===== config.mk =====
export PLATFORM = sky130hd
export DESIGN_NAME = lgb_ctrl
export DESIGN_NICKNAME = d
export VERILOG_FILES = /design/src/lgb_pkg.sv /design/src/lgb_ctrl.sv
export SDC_FILE = /design/constraint.sdc
export NUM_CORES = 1
export LEC_CHECK = 0
export BUFFER_PORTS_ARGS = -buffer_cell sky130_fd_sc_hd__clkbuf_2
export CAP_MARGIN = 30
export CORE_MARGIN = 1.5
export CORE_UTILIZATION = 48
export CTS_CLUSTER_DIAMETER = 40
export DETAILED_ROUTE_END_ITERATION = 10
export HOLD_SLACK_MARGIN = 0.1
export PLACE_DENSITY = 0.94
export SYNTH_ARGS = -nofsm -noshare
export SYNTH_HDL_FRONTEND = slang
export SYNTH_SLANG_ARGS = --single-unit
export TNS_END_PERCENT = 100

===== constraint.sdc =====
create_clock -name i_clk -period 2.8 [get_ports i_clk]
set_input_delay 0.14 -clock i_clk [delete_from_list [all_inputs] [get_ports i_clk]]
set_output_delay 0.14 -clock i_clk [all_outputs]
set_load 0.01 [all_outputs]

===== src/lgb_pkg.sv =====
`timescale 1ns / 1ps
// lgb_pkg: shared types and constants of the line graph builder
// payload structs, store sizes and the controller/datapath command and status structs
package lgb_pkg;

    localparam int MAX_VERTICES = 64;
    localparam int MAX_EDGES    = 64;

    localparam int VTX_W     = 6;
    localparam int NUM_W     = 7;
    localparam int EIDX_W    = $clog2(MAX_EDGES);
    localparam int ROW_W     = MAX_EDGES;
    localparam int ELIST_W   = 2 * VTX_W;
    localparam int TBL_DEPTH = MAX_VERTICES * MAX_VERTICES;
    localparam int TBL_AW    = 2 * VTX_W;

    localparam logic REQ_LOAD  = 1'b0;
    localparam logic REQ_BUILD = 1'b1;

    typedef struct packed {
        logic             req_type;
        logic [VTX_W-1:0] end_a;
        logic [VTX_W-1:0] end_b;
    } t_in_item;

    typedef struct packed {
        logic [NUM_W-1:0] row_edge;
        logic [ROW_W-1:0] row_bits;
        logic             last_row;
        logic             load_error;
    } t_out_item;

    typedef struct packed {
        logic load_a;
        logic load_b;
        logic drop;
        logic edge_rd;
        logic edge_lat;
        logic cell_rd;
        logic cell_chk;
        logic cell_val;
        logic mark_rd;
        logic mark_wr;
        logic mark_v;
        logic i_next;
        logic edge_wb;
        logic k_first;
        logic k_next;
        logic out_rd;
        logic out_load;
        logic empty_load;
        logic finish;
    } t_cmd;

    typedef struct packed {
        logic req_build;
        logic drop;
        logic cnt_zero;
        logic n_zero;
        logic k_last;
        logic i_last;
        logic found_u;
        logic found_v;
        logic fv_pend;
        logic out_free;
    } t_sts;

endpackage


===== src/lgb_ctrl.sv =====
`timescale 1ns / 1ps
// lgb_ctrl: sequencer of the line graph builder
// depends on lgb_pkg; drives the datapath through t_cmd and reads t_sts
module lgb_ctrl import lgb_pkg::*; (
    input  logic i_clk,
    input  logic i_rst_n,
    input  logic i_in_valid,
    output logic o_in_ready,
    input  t_sts i_sts,
    output t_cmd o_cmd
);

    localparam logic [3:0] S_IDLE      = 4'd0;
    localparam logic [3:0] S_LOAD2     = 4'd1;
    localparam logic [3:0] S_EDGE_RD   = 4'd2;
    localparam logic [3:0] S_EDGE_LAT  = 4'd3;
    localparam logic [3:0] S_CELL_RD   = 4'd4;
    localparam logic [3:0] S_CELL_CHK  = 4'd5;
    localparam logic [3:0] S_CELL_VAL  = 4'd6;
    localparam logic [3:0] S_MARK_U_RD = 4'd7;
    localparam logic [3:0] S_MARK_U_WR = 4'd8;
    localparam logic [3:0] S_MARK_V_RD = 4'd9;
    localparam logic [3:0] S_MARK_V_WR = 4'd10;
    localparam logic [3:0] S_EDGE_WB   = 4'd11;
    localparam logic [3:0] S_OUT_RD    = 4'd12;
    localparam logic [3:0] S_OUT_LOAD  = 4'd13;
    localparam logic [3:0] S_EMPTY     = 4'd14;

    logic [3:0] r_state;
    logic [3:0] n_state;
    logic [3:0] w_after_vtx;

    // where to go once the current vertex is done
    always_comb begin
        if (i_sts.i_last) begin
            w_after_vtx = S_EDGE_WB;
        end else begin
            w_after_vtx = S_CELL_RD;
        end
    end

    always_comb begin
        n_state    = r_state;
        o_cmd      = '0;
        o_in_ready = 1'b0;
        case (r_state)
            S_IDLE: begin
                o_in_ready = 1'b1;
                if (i_in_valid) begin
                    if (i_sts.req_build) begin
                        if (i_sts.cnt_zero) begin
                            n_state = S_EMPTY;
                        end else begin
                            o_cmd.k_first = 1'b1;
                            n_state       = S_EDGE_RD;
                        end
                    end else if (i_sts.drop) begin
                        o_cmd.drop = 1'b1;
                    end else begin
                        o_cmd.load_a = 1'b1;
                        n_state      = S_LOAD2;
                    end
                end
            end
            S_LOAD2: begin
                o_cmd.load_b = 1'b1;
                n_state      = S_IDLE;
            end
            S_EDGE_RD: begin
                o_cmd.edge_rd = 1'b1;
                n_state       = S_EDGE_LAT;
            end
            S_EDGE_LAT: begin
                o_cmd.edge_lat = 1'b1;
                if (i_sts.n_zero) begin
                    n_state = S_EDGE_WB;
                end else begin
                    n_state = S_CELL_RD;
                end
            end
            S_CELL_RD: begin
                o_cmd.cell_rd = 1'b1;
                n_state       = S_CELL_CHK;
            end
            S_CELL_CHK: begin
                o_cmd.cell_chk = 1'b1;
                n_state        = S_CELL_VAL;
            end
            S_CELL_VAL: begin
                o_cmd.cell_val = 1'b1;
                if (i_sts.found_u) begin
                    n_state = S_MARK_U_RD;
                end else if (i_sts.found_v) begin
                    n_state = S_MARK_V_RD;
                end else begin
                    o_cmd.i_next = ~i_sts.i_last;
                    n_state      = w_after_vtx;
                end
            end
            S_MARK_U_RD: begin
                o_cmd.mark_rd = 1'b1;
                n_state       = S_MARK_U_WR;
            end
            S_MARK_U_WR: begin
                o_cmd.mark_wr = 1'b1;
                if (i_sts.fv_pend) begin
                    n_state = S_MARK_V_RD;
                end else begin
                    o_cmd.i_next = ~i_sts.i_last;
                    n_state      = w_after_vtx;
                end
            end
            S_MARK_V_RD: begin
                o_cmd.mark_rd = 1'b1;
                o_cmd.mark_v  = 1'b1;
                n_state       = S_MARK_V_WR;
            end
            S_MARK_V_WR: begin
                o_cmd.mark_wr = 1'b1;
                o_cmd.mark_v  = 1'b1;
                o_cmd.i_next  = ~i_sts.i_last;
                n_state       = w_after_vtx;
            end
            S_EDGE_WB: begin
                o_cmd.edge_wb = 1'b1;
                if (i_sts.k_last) begin
                    o_cmd.k_first = 1'b1;
                    n_state       = S_OUT_RD;
                end else begin
                    o_cmd.k_next = 1'b1;
                    n_state      = S_EDGE_RD;
                end
            end
            S_OUT_RD: begin
                o_cmd.out_rd = 1'b1;
                n_state      = S_OUT_LOAD;
            end
            S_OUT_LOAD: begin
                if (i_sts.out_free) begin
                    o_cmd.out_load = 1'b1;
                    if (i_sts.k_last) begin
                        o_cmd.finish = 1'b1;
                        n_state      = S_IDLE;
                    end else begin
                        o_cmd.k_next = 1'b1;
                        n_state      = S_OUT_RD;
                    end
                end
            end
            S_EMPTY: begin
                if (i_sts.out_free) begin
                    o_cmd.empty_load = 1'b1;
                    o_cmd.finish     = 1'b1;
                    n_state          = S_IDLE;
                end
            end
            default: begin
                n_state = S_IDLE;
            end
        endcase
    end

    always_ff @(posedge i_clk) begin
        if (!i_rst_n) begin
            r_state <= S_IDLE;
        end else begin
            r_state <= n_state;
        end
    end

endmodule


; ---- Yosys cells after proc, flatten, opt, wreduce, memory -nomap -nowiden
; Index checks and enable logic that the tools add are counted.
[classes]
eq_ne = 18
mux = 52
bitwise_logic = 1
n_reduce_logical = 5
[op_table]
columns = op, n
row1 = 4-bit one-hot mux with 14 select lines, 1
row2 = 4-bit two-way mux, 13
row3 = 1-bit two-way mux, 33
row4 = 4-bit equality test (second input constant), 7
row5 = 4-bit by 3-bit equality test with 1-bit output (second input constant), 4
row6 = 4-bit by 2-bit equality test with 1-bit output (second input constant), 2
row7 = 2-bit != test (second input constant), 3
row8 = 1-bit one-hot mux with 2 select lines, 3
row9 = 2-bit OR reduction, 3
row10 = 4-bit by 1-bit equality test with 1-bit output (second input constant), 1
row11 = 4-bit logical NOT, 1
row12 = 4-bit AND reduction, 1
row13 = 3-bit != test (second input constant), 1
row14 = 1-bit one-hot mux with 3 select lines, 1
row15 = 2-bit two-way mux, 1
row16 = 1-bit NOT, 1
[totals]
reg_bits = 4
in_bits = 13
wordCells = 77

; ---- Depth between registers and ports, before layout
; Gate-level depths: netlist (run 1).
[logic_depth]
ltp_word = 4
mapped_depth = 6
ltp_nobuf = 4

; ---- Least setup slack after synthesis (run 1)
; Ideal clock, no wire load.
[synth_timing]
path_kind = reg-to-output
start = register r_state[1]
end = output o_cmd[16] (netlist name)
arrival_time_ps = 1350
setup_slack_ps = 1310
path_stages_with_launch = 5
n_path_buf = 1
cell_sequence = dfxtp_1 > buf_6 > nor4_2 > nand2_1 > nor3b_1
[synth_rtl]
columns = element, line
row1 = start: declaration, lgb_ctrl.sv:29  ; logic [3:0] r_state;
row2 = start signal: assignment, lgb_ctrl.sv:167  ; r_state <= n_state;
row3 = end: declaration, lgb_ctrl.sv:10  ; output t_cmd o_cmd

==> results.sh, run 1 <==
export IMPL_cts_resized=0
export IMPL_cts_buffers=3
export IMPL_track_usage_pct=25.5
export IMPL_vias_per_cell=6.04
export IMPL_r2r_cells=4
export IMPL_slew_violations=0
export IMPL_largestRegisters="r_state (4)"
export IMPL_netlist_instances=98
export IMPL_final_cell_mix="clkbuf_2 (32), nor2_1 (10), nand2_1 (9)"
export IMPL_area_growth_pct=21.5
export IMPL_peakVddDrop_mv=0.188
export IMPL_crit_fanout=23
export IMPL_grt_overflow=0
export IMPL_largest_register_ffs=4
export IMPL_finalCritPeriodShare_pct=74.3
export IMPL_final_common_cell="clkbuf_2"
export IMPL_top_register="r_state"
export IMPL_cts_setup_buffers=0
export IMPL_cts_sinks=4
export IMPL_tritoncts="yes"
export IMPL_setup_viol=0
export IMPL_synthesis_nets=111
export IMPL_use_met3_pct=3.26
export IMPL_r2r_end="r_state[2]$_SDFFE_PN0P_"
export IMPL_dieWidth_um=40.7
export IMPL_yosys_warnings=0
export IMPL_hold_depth=3
export IMPL_critPathMaxStageDelay_ps=780
export IMPL_grt_pass1_wl_mm=2.87
export IMPL_min_from="i_rst_n"
export IMPL_first_global_vias=653
export IMPL_drive_gt1_share_pct=35.2
export IMPL_synthTopCellsByArea="dfxtp_1 (12%), nor3_1 (5.9%), nand2b_1 (5.5%), nor2_1 (5.5%), nand2_1 (5.0%)"
export IMPL_rsz0062_at_grt="no"
export IMPL_cts_root_buf="clkbuf_4"
export IMPL_dp_hpwl_mm=1.46
export IMPL_status="finished, final reports clean"
export IMPL_clkPwrFrac_pct=19.2
export IMPL_tns_ps=0
export IMPL_slew_headroom_pct=51.3
export IMPL_drt_iter0_markers=37
export IMPL_seqPwrFrac_pct=31.7
export IMPL_path_clk_slew_ps=30
export IMPL_path_cells="nor3b_2 > nor2b_1 > a21oi_1 > nor2_1 > clkbuf_2"
export IMPL_yosys_area_top_type="dfxtp_1"
export IMPL_post_drt_wl_per_cell_um=13.4
export IMPL_initial_core_util_pct=51.7
export IMPL_synth_seq_cells=4
export IMPL_dr_total_vias=845
export IMPL_synth_edff_count=0
export IMPL_ctsLongestPathBuffers=2
export IMPL_top_usage_layer="met2"
export IMPL_async_flop_share_pct=0
export IMPL_internal_power_mw=0.199
export IMPL_leakage_nw=0.323
export IMPL_synthFlopType="dfxtp_1"
export IMPL_cp_slowest_cell="dfxtp_1"
export IMPL_clock_latency_ps=240
export IMPL_yosysSeqAreaShare_pct=11.8
export IMPL_comb_power_share_pct=49.1
export IMPL_grt_util_met1_pct=32.6
export IMPL_fmax_mhz=481
export IMPL_synth_distinct_cells=42
export IMPL_cp_end_kind="primary output"
export IMPL_die_area_um2=1650
export IMPL_r2r_start="r_state[0]$_SDFFE_PN0P_"
export IMPL_antennaDiodeCount=0
export IMPL_critical_path_arrival_ps=1940
export IMPL_firstDrtPassIters=4
export IMPL_powerDensity_nw_per_um2=452
export IMPL_fp_dieH_um=40.7
export IMPL_fillers=131
export IMPL_hold_ws_ps=243
export IMPL_antenna_found_initial=0
export IMPL_num_rows=13
export IMPL_gp_congestion=0.826
export IMPL_regArea_um2=80.1
export IMPL_fin_area_um2=827
export IMPL_core_area_um2=1320
export IMPL_worst_slew_pin_slew_ps=729
export IMPL_cts_hold_buf=0
export IMPL_placed_cells=137
export IMPL_met2_usage_pct=45.2
export IMPL_critPathLaunchType="register"
export IMPL_crit_required_ps=2660
export IMPL_finish_utilization_pct=62.8
export IMPL_port_buffers=32
export IMPL_syn_avg_cell_area_um2=6.95
export IMPL_htree_levels=1
export IMPL_synth_top_cell_area_share_pct=11.8
export IMPL_drc=0
export IMPL_switching_share_pct=46.7
export IMPL_syn_area_um2=681
export IMPL_drt_wl_total_mm=1.88
export IMPL_place_area_um2=805
export IMPL_io_pins=33
export IMPL_switchingPower_mw=0.175
export IMPL_holdPathEnd="r_state[3]$_SDFFE_PN0P_"
export IMPL_ant_nets=0
export IMPL_period_needed_ps=2080
export IMPL_grt_max_degree=24
export IMPL_min_path_type="in2reg"
export IMPL_reg2reg_slack_ps=780
export IMPL_maxCapViolations=0
export IMPL_finalNonFillerCells=140
export IMPL_multi_input_area_um2=534
export IMPL_finalHoldViolCount=0
export IMPL_worstSetupPathType="reg2out"
export IMPL_final_nets=140
export IMPL_fin_skew_ps=3.67
==> cell families after synthesis <==
family | share of synthesized area, %
buffers and inverters | 9.74
AO/OA/AOI/OAI | 27.2
multiplexers | 2.94
flip-flops | 11.8
XOR/XNOR | 1.29
AND/OR/NAND/NOR | 47.1
==> power by group through the flow <==
stage                     Combinational [mW]  Clock [mW]  Sequential [mW]
final                                  0.184      0.0719            0.119
after global routing                   0.203      0.0747            0.123
after CTS                              0.184      0.0735            0.116
after detailed placement               0.183           0            0.117
after global placement                 0.176           0            0.116
after floorplan                        0.183           0           0.0728
==> how the worst max path moves through the flow <==
stage                              endpoint  slack [ps]               startpoint
CTS                                o_cmd[7]         740  r_state[3]$_SDFFE_PN0P_
detailed placement  r_state[2]$_SDFFE_PN0P_         820  r_state[0]$_SDFFE_PN0P_
global placement    r_state[2]$_SDFFE_PN0P_         920  r_state[0]$_SDFFE_PN0P_
finish                             o_cmd[7]         720  r_state[3]$_SDFFE_PN0P_
floorplan                         o_cmd[16]        1310  r_state[1]$_SDFFE_PN0P_
global route                       o_cmd[7]         580  r_state[3]$_SDFFE_PN0P_
==> cell usage after synthesis, types with 3 or more instances <==
cell / number
nor2_1: 10
nand2_1: 9
nor3_1: 8
nand2b_1: 6
a21oi_1: 5
buf_2: 5
dfxtp_1: 4
o21ai_1: 4
nand3_1: 3
nor4_1: 3
==> through the flow <==
| step | total power [mW] | setup WS (ps) |
|---|---|---|
| 2_1_floorplan | 0.256 | 1310 |
| 3_3_place_gp | 0.292 | 918 |
| 3_5_place_dp | 0.300 | 823 |
| 4_1_cts | 0.373 | 741 |
| 5_1_grt | 0.400 | 585 |
| 6_report | 0.374 | 720 |
==> final cells by class <==
| type | count | area share (%) |
|---|---|---|
| clock buffers | 3 | 2.72 |
| inverters | 3 | 1.36 |
| multi-input cells | 83 | 64.6 |
| flip-flops and latches | 4 | 9.68 |
| well taps | 15 | 2.27 |
| repair buffers | 32 | 19.4 |
==> per-layer routing <==
layer / part of all wire [%] / up-vias
met5: 0 / -
met2: 50 / 39
met3: 5.7 / 2
met4: 0.90 / 0
met1: 43 / 387
li1: - / 417
==> worst max-delay path, delay by kind of cell, from the launching register on <==
kind / cells / cell delay, ps
AOI/OAI and AO/OA: 1 / 60
buffers and inverters: 1 / 130
DFF: 1 / 780
and+or+nand+nor: 3 / 720
Note: power is estimated with default switching activity, not from simulation.
==> run 2, diff against run 1 <==
CORE_UTILIZATION = 45   (was 48)
PLACE_DENSITY = 0.89   (was 0.94)
clock period = 2.05 ns   (was 2.8 ns; I/O delays follow)
==> results.sh, run 2 (same netlist as run 1, synthesis figures left out) <==
export IMPL_clock_latency_ps=240
export IMPL_worst_slew_pin_slew_ps=623
export IMPL_post_drt_wl_per_cell_um=12.9
export IMPL_cts_hold_buf=0
export IMPL_critical_path_arrival_ps=1730
export IMPL_multi_input_area_um2=534
export IMPL_antenna_found_initial=0
export IMPL_crit_fanout=19
export IMPL_track_usage_pct=21.5
export IMPL_final_nets=142
export IMPL_vias_per_cell=5.81
export IMPL_io_pins=33
export IMPL_gp_congestion=0.834
export IMPL_finalHoldViolCount=0
export IMPL_die_area_um2=1750
export IMPL_tns_ps=0
export IMPL_fin_skew_ps=5.47
export IMPL_core_area_um2=1350
export IMPL_first_global_vias=692
export IMPL_status="finished, final reports clean"
export IMPL_min_path_type="in2reg"
export IMPL_finalCritPeriodShare_pct=89.3
export IMPL_final_common_cell="clkbuf_2"
export IMPL_initial_core_util_pct=50.4
export IMPL_crit_required_ps=1950
export IMPL_place_area_um2=820
export IMPL_grt_max_degree=21
export IMPL_ant_nets=0
export IMPL_largestRegisters="r_state (4)"
export IMPL_setup_viol=0
export IMPL_fmax_mhz=546
export IMPL_htree_levels=1
export IMPL_ctsLongestPathBuffers=2
export IMPL_tritoncts="yes"
export IMPL_firstDrtPassIters=5
export IMPL_worstSetupPathType="reg2out"
export IMPL_dp_hpwl_mm=1.41
export IMPL_drc=0
export IMPL_drt_iter0_markers=28
export IMPL_fp_dieH_um=41.9
export IMPL_port_buffers=32
export IMPL_top_register="r_state"
export IMPL_regArea_um2=81.3
export IMPL_slew_headroom_pct=58.4
export IMPL_slew_violations=0
export IMPL_cts_buffers=3
export IMPL_leakage_nw=0.334
export IMPL_grt_pass1_wl_mm=3.06
export IMPL_drt_wl_total_mm=1.83
export IMPL_fillers=142
export IMPL_period_needed_ps=1830
export IMPL_rsz0062_at_grt="no"
export IMPL_fin_area_um2=843
export IMPL_maxCapViolations=0
export IMPL_drive_gt1_share_pct=37.0
export IMPL_grt_overflow=0
export IMPL_num_rows=13
export IMPL_powerDensity_nw_per_um2=618
export IMPL_largest_register_ffs=4
export IMPL_dr_total_vias=825
export IMPL_cp_end_kind="primary output"
export IMPL_cts_sinks=4
export IMPL_final_cell_mix="clkbuf_2 (32), nor2_1 (10), nand2_1 (9)"
export IMPL_antennaDiodeCount=0
export IMPL_peakVddDrop_mv=0.230
export IMPL_critPathLaunchType="register"
export IMPL_path_clk_slew_ps=40
export IMPL_cts_root_buf="clkbuf_4"
export IMPL_dieWidth_um=41.9
export IMPL_cts_setup_buffers=0
export IMPL_area_growth_pct=23.9
[run 2: changes by cell type in the layout (fill, tap and decap cells not counted), sizes merged]
cell,before,now
buf,0,2
[run 2: stage by stage]
stage	hold slack [ps]	std cells	total power [mW]	utilization, %	setup slack, ps
final	188	142	0.521	62.5	219
after floorplan	251	98	0.350	-	598
after global placement	423	139	0.409	60.7	357
after global routing	202	142	0.565	62.5	12.1
after CTS	191	142	0.520	62.4	171
after detailed placement	432	139	0.420	60.7	269
[run 2: worst max-delay path, stage by stage, from the launching register on]
cell and delay (ps):
dfxtp_1 710, nand2_1 230, nor3_1 230, a21oi_1 100, nor2_1 90, clkbuf_2 130
[run 2: path summary, 6_finish.rpt]
kind	startpoint	endpoint	slack, ps	depth (start not counted)
hold reg to reg	r_state[0]$_SDFFE_PN0P_	r_state[0]$_SDFFE_PN0P_	650	3
hold / removal	i_rst_n	r_state[1]$_SDFFE_PN0P_	190	3
setup / recovery	r_state[2]$_SDFFE_PN0P_	o_cmd[7]	220	5
setup reg to reg	r_state[2]$_SDFFE_PN0P_	r_state[1]$_SDFFE_PN0P_	280	4
[run 2: cell type report]
class,count,share of cell area (%)
Clock buffer,3,2.67
Inverter,3,1.34
Multi-Input combinational cell,83,63.4
Sequential cell,4,9.64
Tap cell,15,2.23
Timing Repair Buffer,34,20.8
[run 2: power breakdown]
group	switching [mW]	internal, mW	total [mW]	leakage [nW]
clock	0.0337	0.0656	0.0993	0.0138
sequential	0.0437	0.0918	0.136	0.0331
combinational	0.163	0.123	0.286	0.287
[run 2: routing by layer]
| layer | share of wire, % | vias to the layer above | wire, um | GRT usage [%] |
|---|---|---|---|---|
| li1 | - | 424 | - | - |
| met1 | 43 | 373 | 788 | 30.7 |
| met2 | 53 | 26 | 964 | 33.8 |
| met3 | 3.9 | 2 | 71 | 1.30 |
| met4 | 0.55 | 0 | 10 | 7.74 |
| met5 | 0 | - | 0 | 0 |
[run 2: repair_timing]
item,in CTS,in global routing
setup endpoints to repair,0,2
gates resized for setup,0,1
endpoints found under the hold margin,0,0
==> run 3, diff against run 2 <==
PLACE_DENSITY = 0.78   (was 0.89)
==> results.sh, run 3 (same netlist as run 1, synthesis figures left out) <==
export IMPL_gp_congestion=0.818
export IMPL_ant_nets=0
export IMPL_finalHoldViolCount=0
export IMPL_leakage_nw=0.334
export IMPL_tritoncts="yes"
export IMPL_dp_hpwl_mm=1.27
export IMPL_grt_pass1_wl_mm=3.00
export IMPL_fillers=137
export IMPL_cp_slowest_cell="dfxtp_1"
export IMPL_min_from="i_rst_n"
export IMPL_drt_iter0_markers=19
export IMPL_maxCapViolations=0
export IMPL_final_cell_mix="clkbuf_2 (32), nor2_1 (10), nand2_1 (9)"
export IMPL_htree_levels=1
export IMPL_num_rows=13
export IMPL_slew_headroom_pct=57.5
export IMPL_initial_core_util_pct=50.4
export IMPL_ctsLongestPathBuffers=2
export IMPL_r2r_end="r_state[1]$_SDFFE_PN0P_"
export IMPL_final_common_cell="clkbuf_2"
export IMPL_die_area_um2=1750
export IMPL_finalNonFillerCells=142
export IMPL_r2r_start="r_state[2]$_SDFFE_PN0P_"
export IMPL_powerDensity_nw_per_um2=607
export IMPL_crit_family="flip-flops"
export IMPL_cp_end_kind="primary output"
export IMPL_grt_max_degree=21
export IMPL_antenna_found_initial=0
export IMPL_first_global_vias=709
export IMPL_final_nets=142
export IMPL_worstSetupPathType="reg2out"
export IMPL_setup_worst_path_start="r_state[2]$_SDFFE_PN0P_"
export IMPL_r2r_cells=4
export IMPL_top_register="r_state"
export IMPL_critPathLaunchType="register"
export IMPL_firstDrtPassIters=4
export IMPL_fmax_mhz=543
export IMPL_area_growth_pct=23.9
export IMPL_dr_total_vias=832
export IMPL_cts_setup_buffers=0
export IMPL_largest_register_ffs=4
export IMPL_place_ws_ps=264
export IMPL_min_path_type="in2reg"
export IMPL_drc=0
export IMPL_crit_required_ps=1950
export IMPL_cts_root_buf="clkbuf_4"
export IMPL_rsz0062_at_grt="no"
export IMPL_grt_overflow=0
export IMPL_path_clk_slew_ps=40
export IMPL_period_needed_ps=1840
export IMPL_holdPathEnd="r_state[1]$_SDFFE_PN0P_"
export IMPL_post_drt_wl_per_cell_um=11.7
export IMPL_finalCritPeriodShare_pct=89.8
export IMPL_fin_skew_ps=5.16
export IMPL_setup_viol=0
export IMPL_path_buf_inv=1
export IMPL_slew_violations=0
export IMPL_largestRegisters="r_state (4)"
export IMPL_reg2reg_slack_ps=300
export IMPL_cts_buffers=3
export IMPL_peakVddDrop_mv=0.269
export IMPL_port_buffers=32
export IMPL_hold_depth=3
export IMPL_dieWidth_um=41.9
export IMPL_critPathMaxStageDelay_ps=720
export IMPL_drive_gt1_share_pct=37.0
export IMPL_status="finished, final reports clean"
export IMPL_critical_path_arrival_ps=1740
export IMPL_cts_sinks=4
export IMPL_cp_depth=5
export IMPL_worst_slack_ps=210
export IMPL_crit_fanout=19
export IMPL_vias_per_cell=5.86
export IMPL_antennaDiodeCount=0
export IMPL_io_pins=33
export IMPL_path_cells="nand2_1 > nor3_1 > a21oi_1 > nor2_1 > clkbuf_2"
export IMPL_worst_slew_pin_slew_ps=636
export IMPL_drt_wl_total_mm=1.67
export IMPL_track_usage_pct=20.8
export IMPL_clock_latency_ps=230
export IMPL_tns_ps=0
export IMPL_fp_dieH_um=41.9
export IMPL_placed_cells=139
export IMPL_core_area_um2=1350
run 3: cell counts in the layout (fill, tap and decap cells not counted):
No cell type changed its count.
run 3: cell type report:
| type | instances | area [um^2] | area share [%] |
|---|---|---|---|
| Clock buffer | 3 | 22.5 | 2.67 |
| Inverter | 3 | 11.3 | 1.34 |
| Multi-Input combinational cell | 83 | 534 | 63.4 |
| Sequential cell | 4 | 81.3 | 9.64 |
| Tap cell | 15 | 18.8 | 2.23 |
| Timing Repair Buffer | 34 | 175 | 20.8 |
run 3: stage by stage:
step / hold slack (ps) / utilization [%] / total power, mW / cell area [um^2]
final: 206 / 62.5 / 0.512 / 843
after global placement: 433 / 60.7 / 0.412 / 820
after detailed placement: 435 / 60.7 / 0.414 / 820
after global routing: 215 / 62.5 / 0.560 / 843
after CTS: 198 / 62.4 / 0.513 / 842
after floorplan: 251 / - / 0.350 / 681
run 3: where the power goes:
part / switching (mW) / leakage [nW] / total [mW] / internal [mW]
logic: 0.155 / 0.287 / 0.278 / 0.123
registers: 0.0447 / 0.0331 / 0.136 / 0.0917
clock network: 0.0320 / 0.0138 / 0.0975 / 0.0655
run 3: what timing repair did:
action,4_1_cts,5_1_grt
resized for setup,0,1
hold buffers,0,0
endpoints found under the setup margin,0,1
run 3: how the worst max path moves through the flow:
stage	slack [ps]	to
floorplan	600	o_cmd[16]
global placement	330	r_state[1]$_SDFFE_PN0P_
detailed placement	260	r_state[1]$_SDFFE_PN0P_
CTS	150	o_cmd[7]
global route	30	o_cmd[7]
finish	210	o_cmd[7]
run 3: metal layers:
layer  up-vias  part of all wire [%]  global-route usage, %
met5         -                     0                      0
met4         0                   1.7                   7.74
met3         4                   5.4                      0
met2        30                    47                   31.9
met1       372                    46                   31.0
li1        426                     -                      -
run 3: worst register-to-register path, cell delays in order, from the launching register on:
cell and delay (ps):
dfxtp_1 720, nand2_1 240, a2111oi_0 410, a21oi_1 80, a311oi_1 210
